## config.mk

```make
export PLATFORM = sky130hd
export DESIGN_NAME = cts_queue
export DESIGN_NICKNAME = d
export VERILOG_FILES = /design/src/rtl/cts_pkg.sv /design/src/rtl/cts_queue.sv
export SDC_FILE = /design/constraint.sdc
export NUM_CORES = 1
export LEC_CHECK = 0
export ABC_AREA = 1
export BUFFER_PORTS_ARGS = -buffer_cell sky130_fd_sc_hd__clkbuf_2
export CAP_MARGIN = 25
export CORE_UTILIZATION = 47
export CTS_CLUSTER_SIZE = 24
export DETAILED_ROUTE_END_ITERATION = 12
export PLACE_DENSITY = 0.8
export SETUP_SLACK_MARGIN = 0.2
export SLEW_MARGIN = 10
export SYNTH_ARGS = -nofsm -noshare
export SYNTH_HDL_FRONTEND = slang
export SYNTH_SLANG_ARGS = --single-unit
```

## constraint.sdc

```tcl
create_clock -name clk -period 4.9 [get_ports clk]
set_input_delay 0.245 -clock clk [delete_from_list [all_inputs] [get_ports clk]]
set_output_delay 0.245 -clock clk [all_outputs]
set_load 0.05 [all_outputs]
```

## src/rtl/cts_pkg.sv

```systemverilog
package cts_pkg;

  // Register indexes on the configuration port
  localparam logic REG_STRIP_WIDTH  = 1'b0;
  localparam logic REG_PHASE_HALVES = 1'b1;

  // Fixed field widths
  localparam int CFG_W     = 11;
  localparam int SAMPLE_W  = 10;
  localparam int ROW_IN_W  = 4;
  localparam int COL_IN_W  = 10;
  localparam int TEXEL_W   = 8;
  // Half-column position divided by two: (sample + phase) >> 1
  localparam int DVD_W     = 11;
  localparam int DIV_STEPS = DVD_W;
  localparam int DIV_CNT_W = 4;

  // Store address, sized for the largest strip (32 rows by 4096 columns)
  localparam int ADDR_W_MAX = 17;

  // Half-pixel radius and trig sample widths
  localparam int H_W    = 9;
  localparam int TRIG_W = 18;
  localparam int PROD_W = H_W + TRIG_W;
  localparam int POS_W  = 32;

  // Angle reduction and series constants
  localparam int       OPEN_GAP  = 16;
  localparam longint   Q28       = 64'sd268435456;
  localparam longint   Q24       = 64'sd16777216;
  localparam longint   PI_Q52    = 64'sh003243F6A8885A30;
  localparam longint   TWOPI_Q52 = 64'sh006487ED5110B461;
  localparam int       TERMS     = 14;

  // Front to back queue
  localparam int QUEUE_DEPTH = 2;

  typedef enum logic {
    OP_LOAD   = 1'b0,
    OP_RENDER = 1'b1
  } op_t;

  typedef enum logic [1:0] {
    FS_IDLE,
    FS_DIV,
    FS_PUSH
  } front_state_t;

  // One classified request: a texel write or a render column
  typedef struct packed {
    op_t                   op;
    logic                  ok;
    logic [ADDR_W_MAX-1:0] addr;
    logic [SAMPLE_W-1:0]   sample;
    logic [TEXEL_W-1:0]    value;
  } entry_t;

endpackage

```

## src/rtl/cts_queue.sv

```systemverilog
module cts_queue (
  input  logic            clk,
  input  logic            rst_n,
  input  logic            push,
  input  cts_pkg::entry_t push_data,
  output logic            full,
  input  logic            pop,
  output cts_pkg::entry_t pop_data,
  output logic            empty
);
  import cts_pkg::*;

  localparam int PTR_W = $clog2(QUEUE_DEPTH);
  localparam int CNT_W = $clog2(QUEUE_DEPTH + 1);

  entry_t           mem_r [QUEUE_DEPTH];
  logic [PTR_W-1:0] wr_ptr_r, wr_ptr_nxt;
  logic [PTR_W-1:0] rd_ptr_r, rd_ptr_nxt;
  logic [CNT_W-1:0] cnt_r, cnt_nxt;

  assign full     = (cnt_r == CNT_W'(QUEUE_DEPTH));
  assign empty    = (cnt_r == '0);
  assign pop_data = mem_r[rd_ptr_r];

  // Pointer and fill count update
  always_comb begin
    wr_ptr_nxt = wr_ptr_r;
    rd_ptr_nxt = rd_ptr_r;
    cnt_nxt    = cnt_r;
    if (push && !full) begin
      wr_ptr_nxt = (wr_ptr_r == PTR_W'(QUEUE_DEPTH - 1)) ? '0 : wr_ptr_r + 1'b1;
    end
    if (pop && !empty) begin
      rd_ptr_nxt = (rd_ptr_r == PTR_W'(QUEUE_DEPTH - 1)) ? '0 : rd_ptr_r + 1'b1;
    end
    if ((push && !full) && !(pop && !empty)) begin
      cnt_nxt = cnt_r + 1'b1;
    end else if (!(push && !full) && (pop && !empty)) begin
      cnt_nxt = cnt_r - 1'b1;
    end
  end

  always_ff @(posedge clk) begin
    if (!rst_n) begin
      wr_ptr_r <= '0;
      rd_ptr_r <= '0;
      cnt_r    <= '0;
    end else begin
      wr_ptr_r <= wr_ptr_nxt;
      rd_ptr_r <= rd_ptr_nxt;
      cnt_r    <= cnt_nxt;
    end
  end

  always_ff @(posedge clk) begin
    if (push && !full) begin
      mem_r[wr_ptr_r] <= push_data;
    end
  end

`ifndef ASSERT_OFF
  // Front must hold its request while the queue is full
  a_no_push_full: assert property (@(posedge clk) disable iff (!rst_n)
    push |-> !full)
    else $error("push into full queue");
`endif

endmodule

```

# Word-level counts from Yosys, hierarchy flattened
# Memory sizes are Yosys's and may differ from the RTL's. A register that Yosys moved wholly into a read port is not among the register bits.
# Index checks and enable logic that the tools add are counted.
[word_totals] ff_bits=4 latch_bits=0 ram_bits=74 mem_bits_ro=0 in_bits=41 output_inout_bits=39 word_cells=27 n_memories=1
[mem_list] name="mem_r" words=2 word_bits=37 read_ports=1 rd_ports_with_merged_regs=1 write_ports=1 line="cts_queue.sv:16" rtl="entry_t mem_r [QUEUE_DEPTH];"
[op_classes] addsub=4 mul=0 div_mod_pow=0 n_lt_le_gt_ge=0 eq_ne=1 n_shift=0 mux=8 bitwise=0 reduce_logical=10
[op_table] operator="2-to-1 mux 1 bit" count=6
[op_table] operator="logical AND 1 bit" count=4
[op_table] operator="logical NOT 1 bit" count=4
[op_table] operator="2-to-1 mux 2 bit" count=2
[op_table] operator="adder 1 bit, second input constant" count=2
[op_table] operator="adder 2 x 1 -> 2 bit, second input constant" count=1
[op_table] operator="equality test 2 bit, second input constant" count=1
[op_table] operator="logical NOT 2 bit" count=1
[op_table] operator="nonzero test 2 bit" count=1
[op_table] operator="subtractor 2 x 1 -> 2 bit, second input constant" count=1

# Longest topological paths before layout
# Gate-level depths: netlist of run 1.
[logic_depth] depth_word=7 ltp_mapped=10 mapped_depth_nobuf=10

# Worst setup path after synthesis of run 1
# OpenSTA, ideal clock, no wires.
[synth_path] path_type="reg2reg" from="reg cnt_r[0]" to="mem mem_r[1][0] in the netlist's numbering, enable pin" arrival_ps=2039 required_ps=4469 slack_ps=2429 path_stages_with_launch=3 synth_period_minus_slack_ps=2471 path_cell_list="dfxtp_1 o21ai_2 nor2_1"
[synth_between] elab_chain_len=5
[synth_lines] item="from (decl)" line="cts_queue.sv:19" rtl="logic [CNT_W-1:0] cnt_r, cnt_nxt;"
[synth_lines] item="from (signal assigned)" line="cts_queue.sv:51" rtl="cnt_r <= cnt_nxt;"
[synth_lines] item="equality test 2 bit" line="cts_queue.sv:21" rtl="assign full = (cnt_r == CNT_W'(QUEUE_DEPTH));"
[synth_lines] item="logical NOT 1 bit" line="cts_queue.sv:56" rtl="if (push && !full) begin"
[synth_lines] item="logical AND 1 bit" line="cts_queue.sv:56"
[synth_lines] item="2-to-1 mux 1 bit" line="cts_queue.sv:56"
[synth_lines] item="2-to-1 mux 1 bit (not written as such)" line="cts_queue.sv:57" rtl="mem_r[wr_ptr_r] <= push_data;"
[synth_lines] item="to (decl)" line="cts_queue.sv:16"
# Every way passes these cells.

==> qor.yml, run 1 <==
clock_tree:
  cts_buffers: 9
  root_buffer: "clkbuf_8"
  cts_setup_buffers: 0
  cts_sinks: 79
  clk_pin_slew_ns: 0.08
  cts_tree: "yes"
  postCtsHoldBufs: 0
  h-tree-depth: 3
  clock_path_buffers: 2
  clkLatencyLatePin_ns: 0.34
  ctsResizeCount: 0
grt:
  antenna_found_initial: 0
  grt_pass1_wl_mm: 6.67
  grtUsageTotal_pct: 14.2
  grt_pass1_vias: 1426
  grt_max_degree: 27
  grt_overflow_total: 0
pwr:
  power.leakage_nw: 1.52
  max-vdd-ir-drop_uv: 406
  power_density_nw_per_um2: 566
flow_run:
  max-cap-violations: 0
floorplan:
  initial_core_util_pct: 48.6
  core-area_sq_um: 6310
  die_area_sq_um: 6860
  die_w_um: 82.8
  io_pins: 80
  fp-row-count: 29
  die_h_um: 82.8
timing:
  setup_tns_ns: 0
  max_slew_margin_pct: 56.4
  hold_viol_final: 0
  maxSlewViolCount: 0
  tightestPinTransition_ns: 0.652
  min_period_over_period_pct: 42.2
  max_freq_mhz: 483
  fin_crit_ns: 2.07
  whs_ns: 0.0945
  skew_ns: 0.00995
  rsz0062_at_grt: "no"
  setup_viol: 0
routing:
  drtPass1Iterations: 4
  drcViolationCount: 0
  postRouteAntennaNets: 0
  wl_per_cell_um: 14.7
  totalWireLength_mm: 4.76
  drt_iter0_drc: 75
  routed_via_density: 4.86
  vias: 1576
synthesis:
  ys_seq_area_share_pct: 75.7
  netlist.area_leader.share_pct: 72.4
  syn_avg_cell_area_sq_um: 20.1
  ys_types: 15
  synthTopCellsByArea: "edfxtp_1, mux2_4, dfxtp_1"
  synth_seq_cells: 79
  synth_nets: 195
  synthCells: 153
  yosysTopAreaCell: "edfxtp_1"
  yosysWarnings: 0
  syn_area_sq_um: 3070
cells_and_area:
  drive_gt1_share_pct: 55.5
  antenna_cells: 0
  syn_to_final_growth_pct: 22.6
  nFillCells: 498
  finish.instance_area_sq_um: 3760
  nets: 284
  fin_util_pct: 59.6
setup_path:
  crit_slowest_cell: "dfxtp_2"
  cp_slowest_stage_delay_ns: 0.61
  critical_path_required_ns: 4.66
  startpoint_type: "flop"
  cp_data_arrival_time_ns: 1.82
  path_buf_inv: 2
  worstSetupPathType: "reg2out"
  end_kind: "output pin"
  critPathTopFamily: "flip-flops"
  path_cells: "buf_12 -> mux2_2 -> clkbuf_2"
  path_max_fanout: 25
status:
  outcome: "finished clean"
hold_path:
  hp-class: "in2reg"
placed_design:
  io_buffers: 79
  dp_hpwl_mm: 3.31
  dpl_cell_area_sq_um: 3570
  place_congestion: 0.627
==> final timing paths <==
check                      from           end  slack [ns]  cells past startpoint
setup / recovery           flop  pop_data[36]        2.83                      3
setup reg to reg       cnt_r[0]  mem_r[0][18]        3.26                      3
hold reg to reg        rd_ptr_r      rd_ptr_r        0.51                      2
hold / removal    push_data[22]  mem_r[1][22]        0.09                      1
==> logic make-up after synthesis <==
kind of cell    after synthesis  synth area share [%]
mux                          37                  17.3
simple gates                 19                  2.45
flops                        79                  75.7
buf+inv                      13                  3.43
compound gates                4                 0.775
fa+ha+maj                     1                 0.408
==> registers in the layout, indices dropped and copies added, names as in the netlist, named ones only <==
name      flops
mem_r        74
cnt_r         2
rd_ptr_r      1
wr_ptr_r      1
==> metal layers <==
layer / share of wire [%] / wire (um) / GRT usage [%]
met5: 0 / 0 / 0
met4: 1.9 / 89 / 6.72
met3: 7.7 / 365 / 6.12
met2: 49 / 2310 / 22.1
met1: 42 / 1990 / 16.8
==> metrics by stage <==
step / power, mW / std cells / setup WS [ns]
final: 2.13 / 324 / 2.83
after global placement: 1.66 / 305 / 2.88
after global routing: 2.23 / 324 / 2.74
after floorplan: 1.56 / 153 / 2.43
after CTS: 2.15 / 324 / 2.80
after detailed placement: 1.70 / 308 / 3.17
==> cells in the mapped netlist <==
cell type	n
mux2_2	7
nor2_1	11
inv_1	9
nand2_1	6
buf_12	3
o21ai_2	1
mux2_4	30
o21ai_0	2
dfxtp_1	5
ha_1	1
buf_6	1
nand3_1	1
nand4_1	1
a21oi_1	1
edfxtp_1	74
==> power by group <==
part	switching (mW)	internal (mW)	leakage, nW
clock	0.220	0.231	0.0941
sequential	0.0460	0.854	0.732
combinational	0.528	0.249	0.691
total	0.794	1.33	1.52
==> layout by cell type, fill, tap and decap left out, drive strengths merged <==
master and n:
clkbuf 88, edfxtp 74, a21oi 1, mux2 37, nand2 6, nor2 11, o21ai 3, nand4 1
dfxtp 5, clkinv 5, buf 3, nand3 1, ha 1, bufinv 1, clkinvlp 1, inv 9
==> final cells by class <==
class / count / area, sq um / share of cell area, %
Sequential cell: 79 / 2320 / 61.8
Tap cell: 77 / 96.3 / 2.56
Clock inverter: 7 / 63.8 / 1.70
Timing Repair Buffer: 82 / 463 / 12.3
Multi-Input combinational cell: 61 / 656 / 17.4
Inverter: 9 / 33.8 / 0.899
Clock buffer: 9 / 124 / 3.29
Note: power is estimated with default switching activity, not from simulation.
==> run 2: changes to the inputs <==
==> constraint.sdc (replaced) <==
create_clock -name clk -period 1.95 [get_ports clk]
set_input_delay 0.0975 -clock clk [delete_from_list [all_inputs] [get_ports clk]]
set_output_delay 0.0975 -clock clk [all_outputs]
set_load 0.05 [all_outputs]
==> qor.yml, run 2 (synthesized netlist as in run 1, its figures left out) <==
floorplan:
  die_h_um: 82.8
  fp-row-count: 29
  core-area_sq_um: 6310
  die_w_um: 82.8
  die_area_sq_um: 6860
  io_pins: 80
  initial_core_util_pct: 48.6
clock_tree:
  clkLatencyLatePin_ns: 0.33
  cts_buffers: 9
  clock_path_buffers: 2
  cts_tree: "yes"
  root_buffer: "clkbuf_8"
  clk_pin_slew_ns: 0.07
  h-tree-depth: 3
  ctsResizeCount: 0
  cts_sinks: 79
cells_and_area:
  drive_gt1_share_pct: 47.9
  syn_to_final_growth_pct: 35.2
  layout_common_cells: "clkbuf_2, edfxtp_1, dlygate4sd3_1"
  largest_register: "mem_r"
  antenna_cells: 0
  instances_no_fill: 361
  largest_reg_flops: 74
  nets: 322
  final_common_cell: "clkbuf_2"
  top_regs: "mem_r x74, cnt_r x2"
  fin_util_pct: 65.7
setup_path:
  end_kind: "output pin"
  worstSetupPathType: "reg2out"
  path_max_fanout: 37
  startpoint_type: "flop"
  cp_data_arrival_time_ns: 1.58
  critical_path_required_ns: 1.85
hold_path:
  hp-class: "in2reg"
routing:
  top_layer: "met4"
  totalWireLength_mm: 5.31
  wl_per_cell_um: 14.7
  drt_iter0_drc: 81
  drcViolationCount: 0
  drtPass1Iterations: 4
  postRouteAntennaNets: 0
  routed_via_density: 4.83
  wl_met1_mm: 2.06
  vias: 1743
  met3_length_um: 151
  met2_length_mm: 2.98
grt:
  grt_pass1_vias: 1644
  grtUsageTotal_pct: 16.2
  grt_max_degree: 38
  antenna_found_initial: 0
  grt_pass1_wl_mm: 7.67
  grt_overflow_total: 0
placed_design:
  place_congestion: 0.720
  dpl_worst_slack_ns: 0.407
  place_inst: 308
  dp_hpwl_mm: 3.21
  io_buffers: 79
timing:
  setup_tns_ns: 0
  fin_crit_ns: 1.68
  max_freq_mhz: 596
  skew_ns: 0.00501
  tightestPinTransition_ns: 0.302
  min_period_over_period_pct: 86.0
  maxSlewViolCount: 0
  max_slew_margin_pct: 79.9
  worst_slack_ns: 0.272
  rsz0062_at_grt: "no"
  setup_viol: 0
  hold_viol_final: 0
pwr:
  power.leakage_nw: 1.68
  p_total_mw: 5.52
  max-vdd-ir-drop_uv: 839
  power_density_nw_per_um2: 1330
status:
  outcome: "finished clean"
flow_run:
  max-cap-violations: 0
run 2: cell count changes in the layout (fill, tap and decap cells not counted), sizes merged:
cell	change
dlygate4sd3	+38
clkinv	-2
bufinv	+1
clkbuf	+1
clkinvlp	-1
run 2: routing by layer:
layer  vias up  GRT usage (%)
met1       865           17.8
li1        828              -
met4         0           9.83
met2        40           28.6
met3        10           3.28
met5         -              0
run 2: timing repair:
action	4_1_cts	5_1_grt
buffers inserted	0	0
endpoints found under the hold margin	75	0
hold buffers	38	0
run 2: critical path, cell delays in order, from the launching register on:
cell	delay, ns
dfxtp_2	0.34
buf_12	0.26
mux2_2	0.38
clkbuf_2	0.24
run 2: metrics by stage:
step	cell area, sq um	hold WS (ns)
5_1_grt	4150	0.216
4_1_cts	4150	0.139
6_report	4150	0.147
2_1_floorplan	3070	0.196
3_3_place_gp	3560	0.287
3_5_place_dp	3560	0.291
run 2: where the power goes:
group	internal, mW	switching, mW	leakage [nW]
Combinational	0.670	1.39	0.847
Clock	0.706	0.530	0.104
Sequential	2.14	0.0790	0.732
Total	3.52	2.00	1.68
run 2: path summary, 6_finish.rpt:
path,from,end,cells after the start,slack [ns]
worst min register to register,rd_ptr_r,flop,2,0.50
worst max register to register,cnt_r[1],cnt_r[1],9,0.40
worst min-delay path,pop,flop,5,0.15
worst max-delay path,flop,pop_data[21],3,0.27
run 2: final cells by class:
class                   count  area (sq um)
fillers                   459          2170
multi-input cells          61           656
flip-flops and latches     79          2320
repair buffers            120           836
clock buffers              10           128
clock inverters             5          73.8
well taps                  77          96.3
inverters                   9          33.8
