<file path="config.mk">
export PLATFORM = sky130hd
export DESIGN_NAME = cts_front
export DESIGN_NICKNAME = d
export VERILOG_FILES = /design/src/rtl/cts_pkg.sv /design/src/rtl/cts_front.sv
export SDC_FILE = /design/constraint.sdc
export NUM_CORES = 1
export LEC_CHECK = 0
export BUFFER_PORTS_ARGS = -buffer_cell sky130_fd_sc_hd__buf_2
export CAP_MARGIN = 20
export CORE_MARGIN = 5
export CORE_UTILIZATION = 45
export DETAILED_ROUTE_END_ITERATION = 10
export GPL_TIMING_DRIVEN = 1
export PLACE_DENSITY = 0.7
export SYNTH_ARGS = -nofsm -noshare
export SYNTH_HDL_FRONTEND = slang
export SYNTH_SLANG_ARGS = --single-unit
export TNS_END_PERCENT = 5
</file>
<file path="constraint.sdc">
create_clock -name clk -period 2.7 [get_ports clk]
set_input_delay 0.135 -clock clk [delete_from_list [all_inputs] [get_ports clk]]
set_output_delay 0.135 -clock clk [all_outputs]
set_load 0.02 [all_outputs]
</file>
<file path="src/rtl/cts_pkg.sv">
package cts_pkg;

  // Register indexes on the configuration port
  localparam logic REG_STRIP_WIDTH  = 1'b0;
  localparam logic REG_PHASE_HALVES = 1'b1;

  // Fixed field widths
  localparam int CFG_W     = 11;
  localparam int SAMPLE_W  = 10;
  localparam int ROW_IN_W  = 4;
  localparam int COL_IN_W  = 10;
  localparam int TEXEL_W   = 8;
  // Half-column position divided by two: (sample + phase) >> 1
  localparam int DVD_W     = 11;
  localparam int DIV_STEPS = DVD_W;
  localparam int DIV_CNT_W = 4;

  // Store address, sized for the largest strip (32 rows by 4096 columns)
  localparam int ADDR_W_MAX = 17;

  // Half-pixel radius and trig sample widths
  localparam int H_W    = 9;
  localparam int TRIG_W = 18;
  localparam int PROD_W = H_W + TRIG_W;
  localparam int POS_W  = 32;

  // Angle reduction and series constants
  localparam int       OPEN_GAP  = 16;
  localparam longint   Q28       = 64'sd268435456;
  localparam longint   Q24       = 64'sd16777216;
  localparam longint   PI_Q52    = 64'sh003243F6A8885A30;
  localparam longint   TWOPI_Q52 = 64'sh006487ED5110B461;
  localparam int       TERMS     = 14;

  // Front to back queue
  localparam int QUEUE_DEPTH = 2;

  typedef enum logic {
    OP_LOAD   = 1'b0,
    OP_RENDER = 1'b1
  } op_t;

  typedef enum logic [1:0] {
    FS_IDLE,
    FS_DIV,
    FS_PUSH
  } front_state_t;

  // One classified request: a texel write or a render column
  typedef struct packed {
    op_t                   op;
    logic                  ok;
    logic [ADDR_W_MAX-1:0] addr;
    logic [SAMPLE_W-1:0]   sample;
    logic [TEXEL_W-1:0]    value;
  } entry_t;

endpackage

</file>
<file path="src/rtl/cts_front.sv">
module cts_front #(
  parameter int MAX_STRIP_WIDTH = 1024,
  parameter int GLYPH_ROWS      = 16,
  parameter int SAMPLE_COUNT    = 822
) (
  input  logic                         clk,
  input  logic                         rst_n,
  // configuration writes
  input  logic                         cfg_we,
  input  logic                         cfg_index,
  input  logic [cts_pkg::CFG_W-1:0]    cfg_wdata,
  // input request
  input  logic                         in_valid,
  output logic                         in_ready,
  input  logic                         in_op,
  input  logic [cts_pkg::SAMPLE_W-1:0] in_sample,
  input  logic [cts_pkg::ROW_IN_W-1:0] in_row,
  input  logic [cts_pkg::COL_IN_W-1:0] in_col,
  input  logic [cts_pkg::TEXEL_W-1:0]  in_value,
  // queue side
  output logic                         push,
  output cts_pkg::entry_t              push_data,
  input  logic                         full
);
  import cts_pkg::*;

  front_state_t         state_r, state_nxt;
  entry_t               ent_r, ent_nxt;
  logic [DVD_W-1:0]     dvd_r, dvd_nxt;
  logic [DVD_W-1:0]     rem_r, rem_nxt;
  logic [DIV_CNT_W-1:0] cnt_r, cnt_nxt;
  logic [CFG_W-1:0]     width_r, phase_r;
  logic [CFG_W-1:0]     width_eff;
  logic [DVD_W:0]       trial;
  logic [DVD_W:0]       sum;
  logic                 accept;
  logic                 div_done;

  // Configuration registers
  always_ff @(posedge clk) begin
    if (!rst_n) begin
      width_r <= CFG_W'(1024);
      phase_r <= '0;
    end else if (cfg_we) begin
      unique case (cfg_index)
        REG_STRIP_WIDTH:  width_r <= cfg_wdata;
        REG_PHASE_HALVES: phase_r <= cfg_wdata;
        default:          ;
      endcase
    end
  end

  // Zero acts as one, anything above the strip acts as the strip
  always_comb begin
    if (width_r == '0) begin
      width_eff = CFG_W'(1);
    end else if (int'(width_r) > MAX_STRIP_WIDTH) begin
      width_eff = CFG_W'(MAX_STRIP_WIDTH);
    end else begin
      width_eff = width_r;
    end
  end

  assign accept   = in_valid && in_ready;
  assign div_done = (cnt_r == DIV_CNT_W'(DIV_STEPS - 1));
  assign sum      = {2'b00, in_sample} + {1'b0, phase_r};

  // One restoring remainder step per cycle
  always_comb begin
    trial = {rem_r, dvd_r[DVD_W-1]};
    if (trial >= {1'b0, width_eff}) begin
      trial = trial - {1'b0, width_eff};
    end
  end

  // Next state
  always_comb begin
    state_nxt = state_r;
    unique case (state_r)
      FS_IDLE: begin
        if (accept) begin
          state_nxt = (op_t'(in_op) == OP_RENDER) ? FS_DIV : FS_PUSH;
        end
      end
      FS_DIV: begin
        if (div_done) begin
          state_nxt = FS_PUSH;
        end
      end
      FS_PUSH: begin
        if (!push_data.ok && push_data.op == OP_LOAD) begin
          state_nxt = FS_IDLE;
        end else if (!full) begin
          state_nxt = FS_IDLE;
        end
      end
      default: state_nxt = FS_IDLE;
    endcase
  end

  // Outputs
  always_comb begin
    in_ready = 1'b0;
    push     = 1'b0;
    unique case (state_r)
      FS_IDLE: in_ready = 1'b1;
      FS_DIV:  ;
      FS_PUSH: push = !full && (ent_r.op == OP_RENDER || ent_r.ok);
      default: ;
    endcase
  end

  assign push_data = ent_r;

  // Datapath next values
  always_comb begin
    ent_nxt = ent_r;
    dvd_nxt = dvd_r;
    rem_nxt = rem_r;
    cnt_nxt = cnt_r;
    if (state_r == FS_IDLE && accept) begin
      ent_nxt.op     = op_t'(in_op);
      ent_nxt.sample = in_sample;
      ent_nxt.value  = in_value;
      if (op_t'(in_op) == OP_LOAD) begin
        ent_nxt.ok   = (int'(in_row) < GLYPH_ROWS) && (int'(in_col) < MAX_STRIP_WIDTH);
        ent_nxt.addr = ADDR_W_MAX'(int'(in_row) * MAX_STRIP_WIDTH + int'(in_col));
      end else begin
        ent_nxt.ok   = (int'(in_sample) < SAMPLE_COUNT);
        ent_nxt.addr = '0;
      end
      dvd_nxt = sum[DVD_W:1];
      rem_nxt = '0;
      cnt_nxt = '0;
    end else if (state_r == FS_DIV) begin
      rem_nxt = trial[DVD_W-1:0];
      dvd_nxt = {dvd_r[DVD_W-2:0], 1'b0};
      cnt_nxt = cnt_r + 1'b1;
      if (div_done) begin
        ent_nxt.addr = ADDR_W_MAX'(trial[DVD_W-1:0]);
      end
    end
  end

  always_ff @(posedge clk) begin
    if (!rst_n) begin
      state_r <= FS_IDLE;
      cnt_r   <= '0;
    end else begin
      state_r <= state_nxt;
      cnt_r   <= cnt_nxt;
    end
  end

  always_ff @(posedge clk) begin
    ent_r <= ent_nxt;
    dvd_r <= dvd_nxt;
    rem_r <= rem_nxt;
  end

endmodule

</file>
== Word level (Yosys, flattened, before mapping) ==
Index checks and enable logic that the tools add are counted.
Widths: inputs -> output; s select.

* Add/sub/neg operators: 4
* Magnitude comparators: 3
* Equal/unequal tests: 6
* Muxes and demuxes: 17
* Bitwise gates (word level): 3
* Reduce and logical (&&, ||, !) cells: 16

{| class="wikitable"
|+ Operators by type and width
! cell !! count
|-
| $mux 11 || 5
|-
| $mux 17 || 3
|-
| $add 14x10->15 || 1
|-
| $mux 15 || 1
|-
| $add 10x11->12 || 1
|-
| $ge 12x11->1 || 1
|-
| $gt 11x11->1 const B || 1
|-
| $logic_not 11->1 || 1
|-
| $sub 11x11->11 || 1
|-
| $lt 10x10->1 const B || 1
|-
| $mux 2 || 5
|-
| $pmux 2 s3 || 1
|-
| $reduce_and 2->1 || 3
|-
| $add 4x1->4 const B || 1
|-
| $eq 4x4->1 const B || 1
|-
| $logic_and 1x1->1 || 4
|-
| $ne 2x2->1 const B || 2
|-
| $reduce_bool 2->1 || 2
|-
| $ne 3x3->1 const B || 1
|-
| $not 1->1 || 3
|-
| $reduce_and 3->1 || 1
|-
| $eq 2x1->1 const B || 1
|-
| $eq 2x2->1 const B || 1
|-
| $logic_not 1->1 || 2
|-
| other kinds (4) || 5
|}

* Flip-flop bits (word level): 87
* Input bits: 50
* Output and inout port bits: 39
* Logic and storage cells: 60

== Depth between registers and ports, before layout ==
Gate-level depths: netlist of run 1.

* Depth after elaboration: 8
* Mapped depth: 12

== Least setup slack after synthesis of run 1 ==
No wires, ideal clock.

* Path kind: reg-to-reg
* Start point: reg width_r[6]
* End point: reg ent_r (netlist bit push_data[20]), data pin
* Arrival time: 2.518 ns
* Required time: 2.430 ns
* Slack: -0.089 ns
* Stages on the path, launching flop included: 13
* Path buffers: 1
* Period minus slack after synthesis: 2.789 ns
* Cell sequence: dfxtp_1 nor4_1 a31oi_1 nor2_1 ha_1 fa_1 nor2b_1 o22a_1 or4_4 a31oi_4 buf_6 mux2i_1 a21oi_1

{| class="wikitable"
|+ RTL lines
! item !! line !! RTL
|-
| from (decl) || cts_front.sv:32 || <nowiki>logic [CFG_W-1:0] width_r, phase_r;</nowiki>
|-
| from (signal assigned) || cts_front.sv:46 || <nowiki>REG_STRIP_WIDTH: width_r <= cfg_wdata;</nowiki>
|-
| to (signal assigned) || cts_front.sv:156 || <nowiki>ent_r <= ent_nxt;</nowiki>
|-
| to (decl) || cts_front.sv:28 || <nowiki>entry_t ent_r, ent_nxt;</nowiki>
|}

==> out/metrics.yaml, run 1 <==
outcome:
  status: "complete, but fails checks"
  violations: "negative setup slack"
placement:
  globalplace.congestion: 0.871
  pre_cts_slack_ns: -0.251
  placement.io_buffers: 85
  dp_hpwl_um: 7770
floorplan:
  io-pin-count: 89
  die_area_sq_mm: 0.0116
  fp.dieW_um: 108
  placementRows: 35
  die_y_um: 108
  initial_core_util: 0.463
  core_sq_mm: 0.00928
cts:
  cts_root_buffer: "clkbuf_8"
  worstSkewPairLatency_ns: 0.36
  cts_tree: "built"
  clock_path_buffers: 2
  cts_buffers: 9
  cts.sinks: 84
  cts_setup_buffers: 0
  cts-htree-levels: 3
  clkTransAtPathRegs_ns: 0.10
critical_path:
  crit_chain: "nor4_2 > a31oi_1 > nor2_1 > ha_2 > fa_2 > nor2b_2 > o22a_1 > or4_4 > a31oi_4 > buf_6 > mux2i_2 > a21oi_1"
  path_class: "reg2reg"
  startpoint_type: "flop"
  rr_worst_depth: 12
  max_stage_delay_ns: 0.44
  r2r-start: "width_r[0]"
  critPathRequiredTime_ns: 2.78
  crit_arrival_ns: 2.99
  cp_max_fo: 4
  timing.rr.end: "push_data[22]"
  rrSetupSlack_ns: -0.21
  worst_setup_path_end_kind: "flop"
  crit_slowest_cell: "or4_4"
yosys:
  ys_warn_count: 0
  synth_edf_count: 45
  ys_ff_latch: 84
  syn-cell-area_sq_mm: 0.00430
  ys_seq_area_frac: 0.496
  yosysTopAreaCell: "edfxtp_1"
  synthTopCellsByCount: "88 x nand2_1, 45 x edfxtp_1, 43 x a21oi_1"
  ys.flop_type: "edfxtp_1"
  syn_area_per_cell_sq_um: 9.62
  syn-instance-count: 447
  ys_types: 48
  yosysMostFrequentCell: "nand2_1"
  ys_top_cells_by_area: "edfxtp_1 31%, dfxtp_1 18%, nand2_1 7.7%"
  synth_top_area_frac: 0.314
  async_flop_share: 0
sta:
  worst_slew_pin_slew_ns: 0.698
  fin_ws_ns: -0.211
  fmax_mhz: 344
  skew_ns: 0.0143
  drv_slew: 0
  finalCriticalPeriod_ns: 2.91
  rsz0062_at_grt: "yes"
  hold_violations: 0
  setup_viol: 20
  fin_tns_setup_ns: -2.22
  period_share: 1.08
  slew_headroom: 0.534
cells_and_area:
  syn_to_final_growth_pct: 27.0
  final_nets: 646
  nFillCells: 826
  diodes: 0
  drive_above_1_share: 0.263
hold_path:
  whs_path_depth: 1
  holdPathEnd: "push_data[16]"
  min_from: "in_sample[8]"
  hold_class: "in2reg"
power_and_ir_drop:
  clockPowerShare: 0.254
  power_frac_comb: 0.311
  p_switching_w: 0.00117
  ir_drop_v: 0.000310
  p_leak_nw: 2.29
  pwr-share-seq: 0.435
  p_sw_frac: 0.325
  p_int_w: 0.00244
  power_density_mw_per_mm2: 662
detailed_routing:
  wl_per_cell_um: 14.7
  drtAntennaViolNets: 0
  dr.first_iter.drc_count: 193
  drcViolationCount: 0
  vias: 3658
  dr.pass1.iters: 4
  drt_wl_total_um: 10400
  vias_per_cell: 5.18
grt:
  grt_start_max_net_pins: 53
  antenna_found_initial: 0
  grtUsageTotal: 0.187
  grt_pass1_wl_um: 17300
  grt_pass1_vias: 3596
  overflow: 0
job:
  maxCapViolCount: 0
[per-stage QoR]
stage	power, W	utilization	hold WS, ns	std cells	cell area, sq um
floorplan	0.00229	-	0.234	449	4310
global placement	0.00260	0.543	0.313	674	5040
detailed placement	0.00263	0.543	0.314	674	5040
CTS	0.00358	0.583	0.00345	705	5420
global route	0.00382	0.588	0.0105	706	5460
finish	0.00361	0.588	0.0296	706	5460
[layer usage]
metal,share of wire,up-vias,routed length [um],GRT usage
li1,-,1849,-,-
met1,0.46,1710,4830,0.255
met2,0.46,88,4790,0.298
met3,0.061,11,638,0.0420
met4,0.014,0,145,0.0523
met5,0,-,0,0
[how the worst max path moves through the flow]
stage	startpoint	to	cells after the start
floorplan	width_r[6]	push_data[20]	12
global placement	width_r[6]	push_data[23]	12
detailed placement	width_r[6]	push_data[22]	12
CTS	width_r[6]	push_data[25]	12
global route	width_r[0]	push_data[23]	12
finish	width_r[0]	push_data[22]	12
[worst max-delay path, delay by kind of cell (launching register included)]
family | cells | cell delay, ns
fa+ha+maj | 2 | 0.41
compound gates | 4 | 0.60
simple gates | 4 | 0.89
mux | 1 | 0.24
flops | 1 | 0.33
buf+inv | 1 | 0.16
[logic make-up (layout without fill, tap and decap cells)]
kind of cell    count (synthesis)  in the layout  synth area share
flops                          84             84             0.496
simple gates                  158            158             0.166
mux                             9              9            0.0215
fa+ha+maj                      24             24            0.0733
xor+xnor                       14             14            0.0285
buf+inv                        34            162            0.0340
other cells                     1              3          0.000872
compound gates                123            123             0.180
[placed cells by master, fill, tap and decap left out, types with 13 or more instances in the layout]
cell	instances
a21boi_0	21
a21oi_1	43
buf_2	85
buf_4	30
dfxtp_1	38
dlygate4sd3_1	16
edfxtp_1	45
ha_1	21
inv_1	13
nand2_1	88
nor2_1	24
o21ai_0	22
[layout make-up]
type | count | area [sq um] | share of cell area
timing repair buffer | 133 | 833 | 0.153
clock inverter | 7 | 72.6 | 0.0133
clock buffer | 9 | 124 | 0.0227
inverter | 13 | 48.8 | 0.00893
multi-input combinational | 331 | 2090 | 0.382
tap | 129 | 161 | 0.0296
sequential | 84 | 2130 | 0.391
[power by group through the flow]
stage / clock (W) / sequential (W) / combinational (W)
floorplan: 0 / 0.00165 / 0.000641
global placement: 0 / 0.00159 / 0.00101
detailed placement: 0 / 0.00160 / 0.00103
CTS: 0.000936 / 0.00157 / 0.00108
global route: 0.00100 / 0.00158 / 0.00124
finish: 0.000919 / 0.00157 / 0.00112
[sequential cells by signal, summed over array words and instances, names as in the netlist]
name       cells
cnt_r          4
dvd_r         11
phase_r       11
push_data     34
rem_r         11
state_r        2
width_r       11
[timing repair]
item	4_1_cts	5_1_grt
gates resized for setup	8	10
pin swaps	1	0
hold buffers	15	1
endpoints found under the hold margin	15	1
setup endpoints to repair	20	22
No activity file was read; power rests on OpenSTA's default activity.
==> run 2: changes to the inputs <==
--- a/config.mk
+++ b/config.mk
@@ -8,10 +8,10 @@
 export BUFFER_PORTS_ARGS = -buffer_cell sky130_fd_sc_hd__buf_2
 export CAP_MARGIN = 20
 export CORE_MARGIN = 5
-export CORE_UTILIZATION = 45
+export CORE_UTILIZATION = 50
 export DETAILED_ROUTE_END_ITERATION = 10
 export GPL_TIMING_DRIVEN = 1
-export PLACE_DENSITY = 0.7
+export PLACE_DENSITY = 0.77
 export SYNTH_ARGS = -nofsm -noshare
 export SYNTH_HDL_FRONTEND = slang
 export SYNTH_SLANG_ARGS = --single-unit
==> run 2 against run 1 <==
Net effect: the flow still finishes with violations (negative setup slack); wire length down 0.63%; clock skew shrank 0.0071 ns; cell area shrank 0.73%; non-clock buffer count grew 1; core utilization increased by 6.5 points; critical path type unchanged; highest routed layer unchanged.
==> out/metrics.yaml, run 2 (synthesis gave the netlist of run 1 again) <==
cts:
  cts_buffers: 9  # unchanged
  cts_root_buffer: "clkbuf_8"
  clock_path_buffers: 2  # unchanged
  cts_setup_buffers: 0  # unchanged
  cts_tree: "built"
  cts-htree-levels: 3  # unchanged
  clkTransAtPathRegs_ns: 0.08  # -0.02 ns
  cts.sinks: 84  # unchanged
  worstSkewPairLatency_ns: 0.35  # about the same
power_and_ir_drop:
  ir_drop_v: 0.000277  # -11%
  power_density_mw_per_mm2: 653  # -1.4%
  p_leak_nw: 2.27  # -0.87%
cells_and_area:
  nFillCells: 677  # -18%
  drive_above_1_share: 0.270  # +0.00646
  diodes: 0  # unchanged
  design_area_sq_mm: 0.00542  # -0.73%
  largest_reg_flops: 34  # unchanged
  final_nets: 647  # +0.15%
  mostFrequentLayoutCells: "88 x nand2_1, 85 x buf_2, 45 x edfxtp_1"
  syn_to_final_growth_pct: 26.0
  mostFrequentLayoutCell: "nand2_1"
sta:
  finalCriticalPeriod_ns: 2.94  # +0.0249 ns
  worst_slew_pin_slew_ns: 0.719  # +0.0213 ns
  fin_tns_setup_ns: -3.04  # -0.825 ns
  period_share: 1.09  # +0.00921
  fin_ws_ns: -0.236  # -0.0249 ns
  hold_violations: 0  # unchanged
  slew_headroom: 0.520  # -0.0143
  rsz0062_at_grt: "yes"
  drv_slew: 0  # unchanged
  skew_ns: 0.00717  # -0.00710 ns
  setup_viol: 22  # +10%
  fmax_mhz: 341  # -0.85%
grt:
  overflow: 0  # unchanged
  antenna_found_initial: 0  # unchanged
  grt_pass1_wl_um: 16800  # -3.4%
  grt_start_max_net_pins: 31  # -42%
  grt.busiest_layer: "met2"
  grt_use_met2: 0.329  # +0.0303
  gr-usage-met3: 0.0392  # -0.00275
  grt_use_met1: 0.272  # +0.0178
  grtUsageTotal: 0.201  # +0.0141
  grt_pass1_vias: 3651  # +1.5%
placement:
  placed_cell_area_sq_mm: 0.00503  # -0.30%
  placement.io_buffers: 85  # unchanged
  dp_hpwl_um: 7740  # -0.36%
  globalplace.congestion: 0.918  # +5.3%
hold_path:
  holdPathEnd: "push_data[9]"
  whs_path_depth: 1  # unchanged
  min_from: "in_sample[1]"
  hold_class: "in2reg"
critical_path:
  cp_max_fo: 4  # unchanged
  r2r-start: "width_r[6]"
  timing.rr.end: "push_data[18]"
  worst_setup_path_end_kind: "flop"
  rr_worst_depth: 12  # unchanged
  startpoint_type: "flop"
  rrSetupSlack_ns: -0.24  # -0.02 ns
  path_class: "reg2reg"
  crit_arrival_ns: 3.14  # +0.15 ns
  critPathRequiredTime_ns: 2.91  # +0.13 ns
floorplan:
  fp.dieW_um: 103  # -4.7%
  placementRows: 33  # -5.7%
  io-pin-count: 89  # unchanged
  core_sq_mm: 0.00830  # -11%
  die_y_um: 103  # -4.7%
  die_area_sq_mm: 0.0106  # -9.1%
  initial_core_util: 0.518  # +0.0550
detailed_routing:
  dr.pass1.iters: 4  # unchanged
  drcViolationCount: 0  # unchanged
  dr.first_iter.drc_count: 260  # +35%
  vias: 3698  # +1.1%
  drt_wl_total_um: 10300  # -0.63%
  drtAntennaViolNets: 0  # unchanged
  vias_per_cell: 5.41  # +4.5%
  wl_per_cell_um: 15.1  # +2.7%
outcome:
  status: "complete, but fails checks"
  violations: "negative setup slack"
job:
  maxCapViolCount: 0  # unchanged
[run 2: worst max path at each step]
| stage | startpoint | end | slack, ns |
|---|---|---|---|
| finish | width_r[6] | push_data[18] | -0.24 |
| global route | width_r[0] | push_data[21] | -0.38 |
| CTS | width_r[6] | push_data[18] | -0.22 |
| detailed placement | width_r[6] | push_data[21] | -0.27 |
| global placement | width_r[6] | push_data[24] | -0.12 |
| floorplan | width_r[6] | push_data[20] | -0.03 |
[run 2: power breakdown]
part / internal [W] / switching [W]
clock: 0.000338 / 0.000460
combinational: 0.000514 / 0.000653
sequential: 0.00150 / 0.0000687
[run 2: repair_timing]
item                                    CTS  global route
resized for setup                         8            11
endpoints found under the setup margin   22            22
endpoints found under the hold margin    15             0
hold buffers                             15             0
[run 2: final cells by class]
class / instances / area (sq um) / area share
Clock buffer: 11 / 131 / 0.0242
Multi-Input combinational cell: 331 / 2100 / 0.387
Sequential cell: 84 / 2140 / 0.394
Inverter: 13 / 48.8 / 0.00900
Clock inverter: 5 / 38.8 / 0.00715
Timing Repair Buffer: 134 / 835 / 0.154
Tap cell: 105 / 131 / 0.0242
[run 2: metrics by stage]
stage | total power, W | hold WS [ns] | setup WS [ns] | std cells | utilization
floorplan | 0.00229 | 0.234 | -0.0306 | 449 | -
global placement | 0.00261 | 0.312 | -0.116 | 652 | 0.606
detailed placement | 0.00266 | 0.313 | -0.271 | 652 | 0.606
CTS | 0.00349 | 0.00398 | -0.224 | 683 | 0.648
global route | 0.00372 | 0.00371 | -0.381 | 683 | 0.653
finish | 0.00354 | 0.0168 | -0.236 | 683 | 0.653
[run 2: critical path, cell delays in order, from the launching register on]
cell,delay [ns]
dfxtp_2,0.34
nor4_4,0.26
a31oi_1,0.12
nor2_1,0.11
ha_2,0.20
fa_2,0.22
nor2b_2,0.05
o22a_1,0.17
or4_4,0.44
a31oi_4,0.22
buf_4,0.15
mux2_2,0.36
a21oi_2,0.15
[run 2: per-layer routing]
layer  wire length (um)  vias to the layer above
met5                  0                        -
met4                105                        0
met3                771                        9
met2               4800                      120
met1               4660                     1725
li1                   -                     1844
==> run 3: changes to the inputs <==
--- a/config.mk
+++ b/config.mk
@@ -11,7 +11,7 @@
 export CORE_UTILIZATION = 50
 export DETAILED_ROUTE_END_ITERATION = 10
 export GPL_TIMING_DRIVEN = 1
-export PLACE_DENSITY = 0.77
+export PLACE_DENSITY = 0.84
 export SYNTH_ARGS = -nofsm -noshare
 export SYNTH_HDL_FRONTEND = slang
 export SYNTH_SLANG_ARGS = --single-unit
==> constraint.sdc (replaced) <==
create_clock -name clk -period 2.7 [get_ports clk]
set_input_delay 0.135 -clock clk [delete_from_list [all_inputs] [get_ports clk]]
set_output_delay 0.135 -clock clk [all_outputs]
set_load 0.05 [all_outputs]
==> run 3 against run 2 <==
Net effect: the run still ends with negative setup slack left; power rose by 7.6%; count of clock-buffer cells in the layout unchanged; critical path depth did not move; core utilization decreased by 0.26 points; flip-flop and latch count did not move; worst hold slack improved by 0.017 ns.
==> out/metrics.yaml, run 3 (synthesis gave the netlist of run 1 again) <==
detailed_routing:
  drcViolationCount: 0  # unchanged
  dr.pass1.iters: 7  # +3
  drt_wl_total_um: 10900  # +5.6%
  vias: 3802  # +2.8%
  vias_per_cell: 5.64  # +4.2%
  wl_per_cell_um: 16.2  # +7.0%
  dr.first_iter.drc_count: 275  # +5.8%
  drtAntennaViolNets: 0  # unchanged
critical_path:
  startpoint_type: "flop"
  crit_end: "push_data[19]"
  critPathRequiredTime_ns: 2.90  # about the same
  rr_worst_depth: 12  # unchanged
  crit_arrival_ns: 3.14  # about the same
  worst_setup_path_end_kind: "flop"
  rrSetupSlack_ns: -0.24  # about the same
  path_class: "reg2reg"
  cp_max_fo: 3  # -1
  r2r-start: "width_r[0]"
  crit_path_start: "width_r[0]"
  timing.rr.end: "push_data[19]"
sta:
  finalCriticalPeriod_ns: 2.94  # +0.00267 ns
  period_share: 1.09  # about the same
  fin_ws_ns: -0.239  # -0.00267 ns
  setup_viol: 19  # -14%
  drv_slew: 0  # unchanged
  hold_violations: 0  # unchanged
  fmax_mhz: 340  # about the same
  worst_slew_pin_slew_ns: 0.691  # -0.0277 ns
  skew_ns: 0.0114  # +0.00419 ns
  slew_headroom: 0.538  # +0.0185
  rsz0062_at_grt: "yes"
cells_and_area:
  mostFrequentLayoutCell: "nand2_1"
  stdcell_count: 674  # -1.3%
  diodes: 0  # unchanged
  drive_above_1_share: 0.255  # -0.0151
  largest_reg_flops: 34  # unchanged
  mostFrequentLayoutCells: "88 x nand2_1, 85 x buf_2, 45 x edfxtp_1"
  syn_to_final_growth_pct: 25.5
  final_nets: 638  # -1.4%
  nFillCells: 628  # -7.2%
power_and_ir_drop:
  ir_drop_v: 0.000339  # +22%
  power_density_mw_per_mm2: 705  # +8.0%
  p_leak_nw: 2.25  # -0.52%
cts:
  cts.sinks: 84  # unchanged
  worstSkewPairLatency_ns: 0.36  # about the same
  clock_path_buffers: 2  # unchanged
  clkTransAtPathRegs_ns: 0.09  # about the same
  cts-htree-levels: 3  # unchanged
  cts_root_buffer: "clkbuf_8"
  cts_tree: "built"
  cts_buffers: 9  # unchanged
floorplan:
  die_y_um: 103  # unchanged
  fp.dieW_um: 103  # unchanged
  die_area_sq_mm: 0.0106  # unchanged
  core_sq_mm: 0.00830  # unchanged
  initial_core_util: 0.518  # unchanged
  io-pin-count: 89  # unchanged
  placementRows: 33  # unchanged
grt:
  grt_pass1_wl_um: 17200  # +2.5%
  overflow: 0  # unchanged
  grtUsageTotal: 0.208  # +0.00692
  grt_pass1_vias: 3626  # -0.68%
  grt_start_max_net_pins: 53  # +71%
  antenna_found_initial: 0  # unchanged
hold_path:
  hold_class: "in2reg"
placement:
  globalplace.congestion: 0.904  # -1.5%
  dp_hpwl_um: 7840  # +1.3%
  dp.cells: 641  # -1.7%
  pre_cts_slack_ns: -0.180  # +0.0914 ns
  placement.io_buffers: 85  # unchanged
job:
  maxCapViolCount: 0  # unchanged
outcome:
  status: "complete, but fails checks"
  violations: "negative setup slack"
## run 3: cell count changes in the layout (fill, tap and decap cells not counted), moves of 2 or more
cell	before	now
bufinv_16	0	2
dfxtp_2	4	0
buf_4	33	23
clkinvlp_4	4	2
dlygate4sd3_1	15	17
dfxtp_1	35	39
o21ai_2	0	2
## run 3: worst max-delay path, cell delays in order (launching register included)
cell,delay [ns]
dfxtp_1,0.33
nor4_2,0.26
a31oi_1,0.11
nor2_1,0.15
ha_2,0.22
fa_2,0.21
nor2b_2,0.05
o22a_1,0.17
or4_4,0.43
a31oi_4,0.17
buf_4,0.16
mux2_2,0.37
o21ai_2,0.15
## run 3: worst min path at each step
stage,endpoint,from,depth (start not counted),slack [ns]
after global placement,push_data[7],in_value[7],1,0.31
final,push_data[17],in_sample[9],1,0.03
after floorplan,push_data[0],in_value[0],0,0.23
after CTS,push_data[16],in_sample[8],1,0.01
after global routing,push_data[17],in_sample[9],1,0.01
after detailed placement,push_data[0],in_value[0],1,0.31
## run 3: metrics by stage
stage	hold slack (ns)	instance area (sq um)	total power [W]	TNS [ns]	util
after floorplan	0.234	4310	0.00242	-0.223	-
after global placement	0.311	4940	0.00268	-0.824	0.596
after detailed placement	0.313	4940	0.00272	-1.57	0.596
after CTS	0.0114	5340	0.00375	-2.41	0.643
after global routing	0.0135	5400	0.00397	-5.18	0.651
final	0.0336	5400	0.00381	-2.32	0.651
## run 3: where the power goes
part / internal [W] / switching (W)
Sequential: 0.00150 / 0.0000681
Combinational: 0.000469 / 0.000773
Clock: 0.000528 / 0.000464
Total: 0.00250 / 0.00130
## run 3: final cells by class
cell class	count	area, sq um	share of cell area
Timing Repair Buffer	125	768	0.142
Multi-Input combinational cell	331	2100	0.389
Tap cell	105	131	0.0243
Clock buffer	11	131	0.0243
Clock inverter	5	86.3	0.0160
Sequential cell	84	2130	0.395
Inverter	13	48.8	0.00904
## run 3: what timing repair did
action                                  4_1_cts  5_1_grt
resized for setup                             5       12
endpoints found under the setup margin       19       22
hold buffers                                 16        1
buffers inserted                              0        0
pin swaps                                     2        1
hold endpoints to repair                     16        1
## run 3: per-layer routing
layer / wire, um / GRT usage / share of wire / up-vias
met5: 0 / 0 / 0 / -
met4: 191 / 0.0687 / 0.018 / 0
met3: 982 / 0.0413 / 0.090 / 20
met2: 5270 / 0.350 / 0.48 / 193
met1: 4470 / 0.270 / 0.41 / 1761
li1: - / - / - / 1828
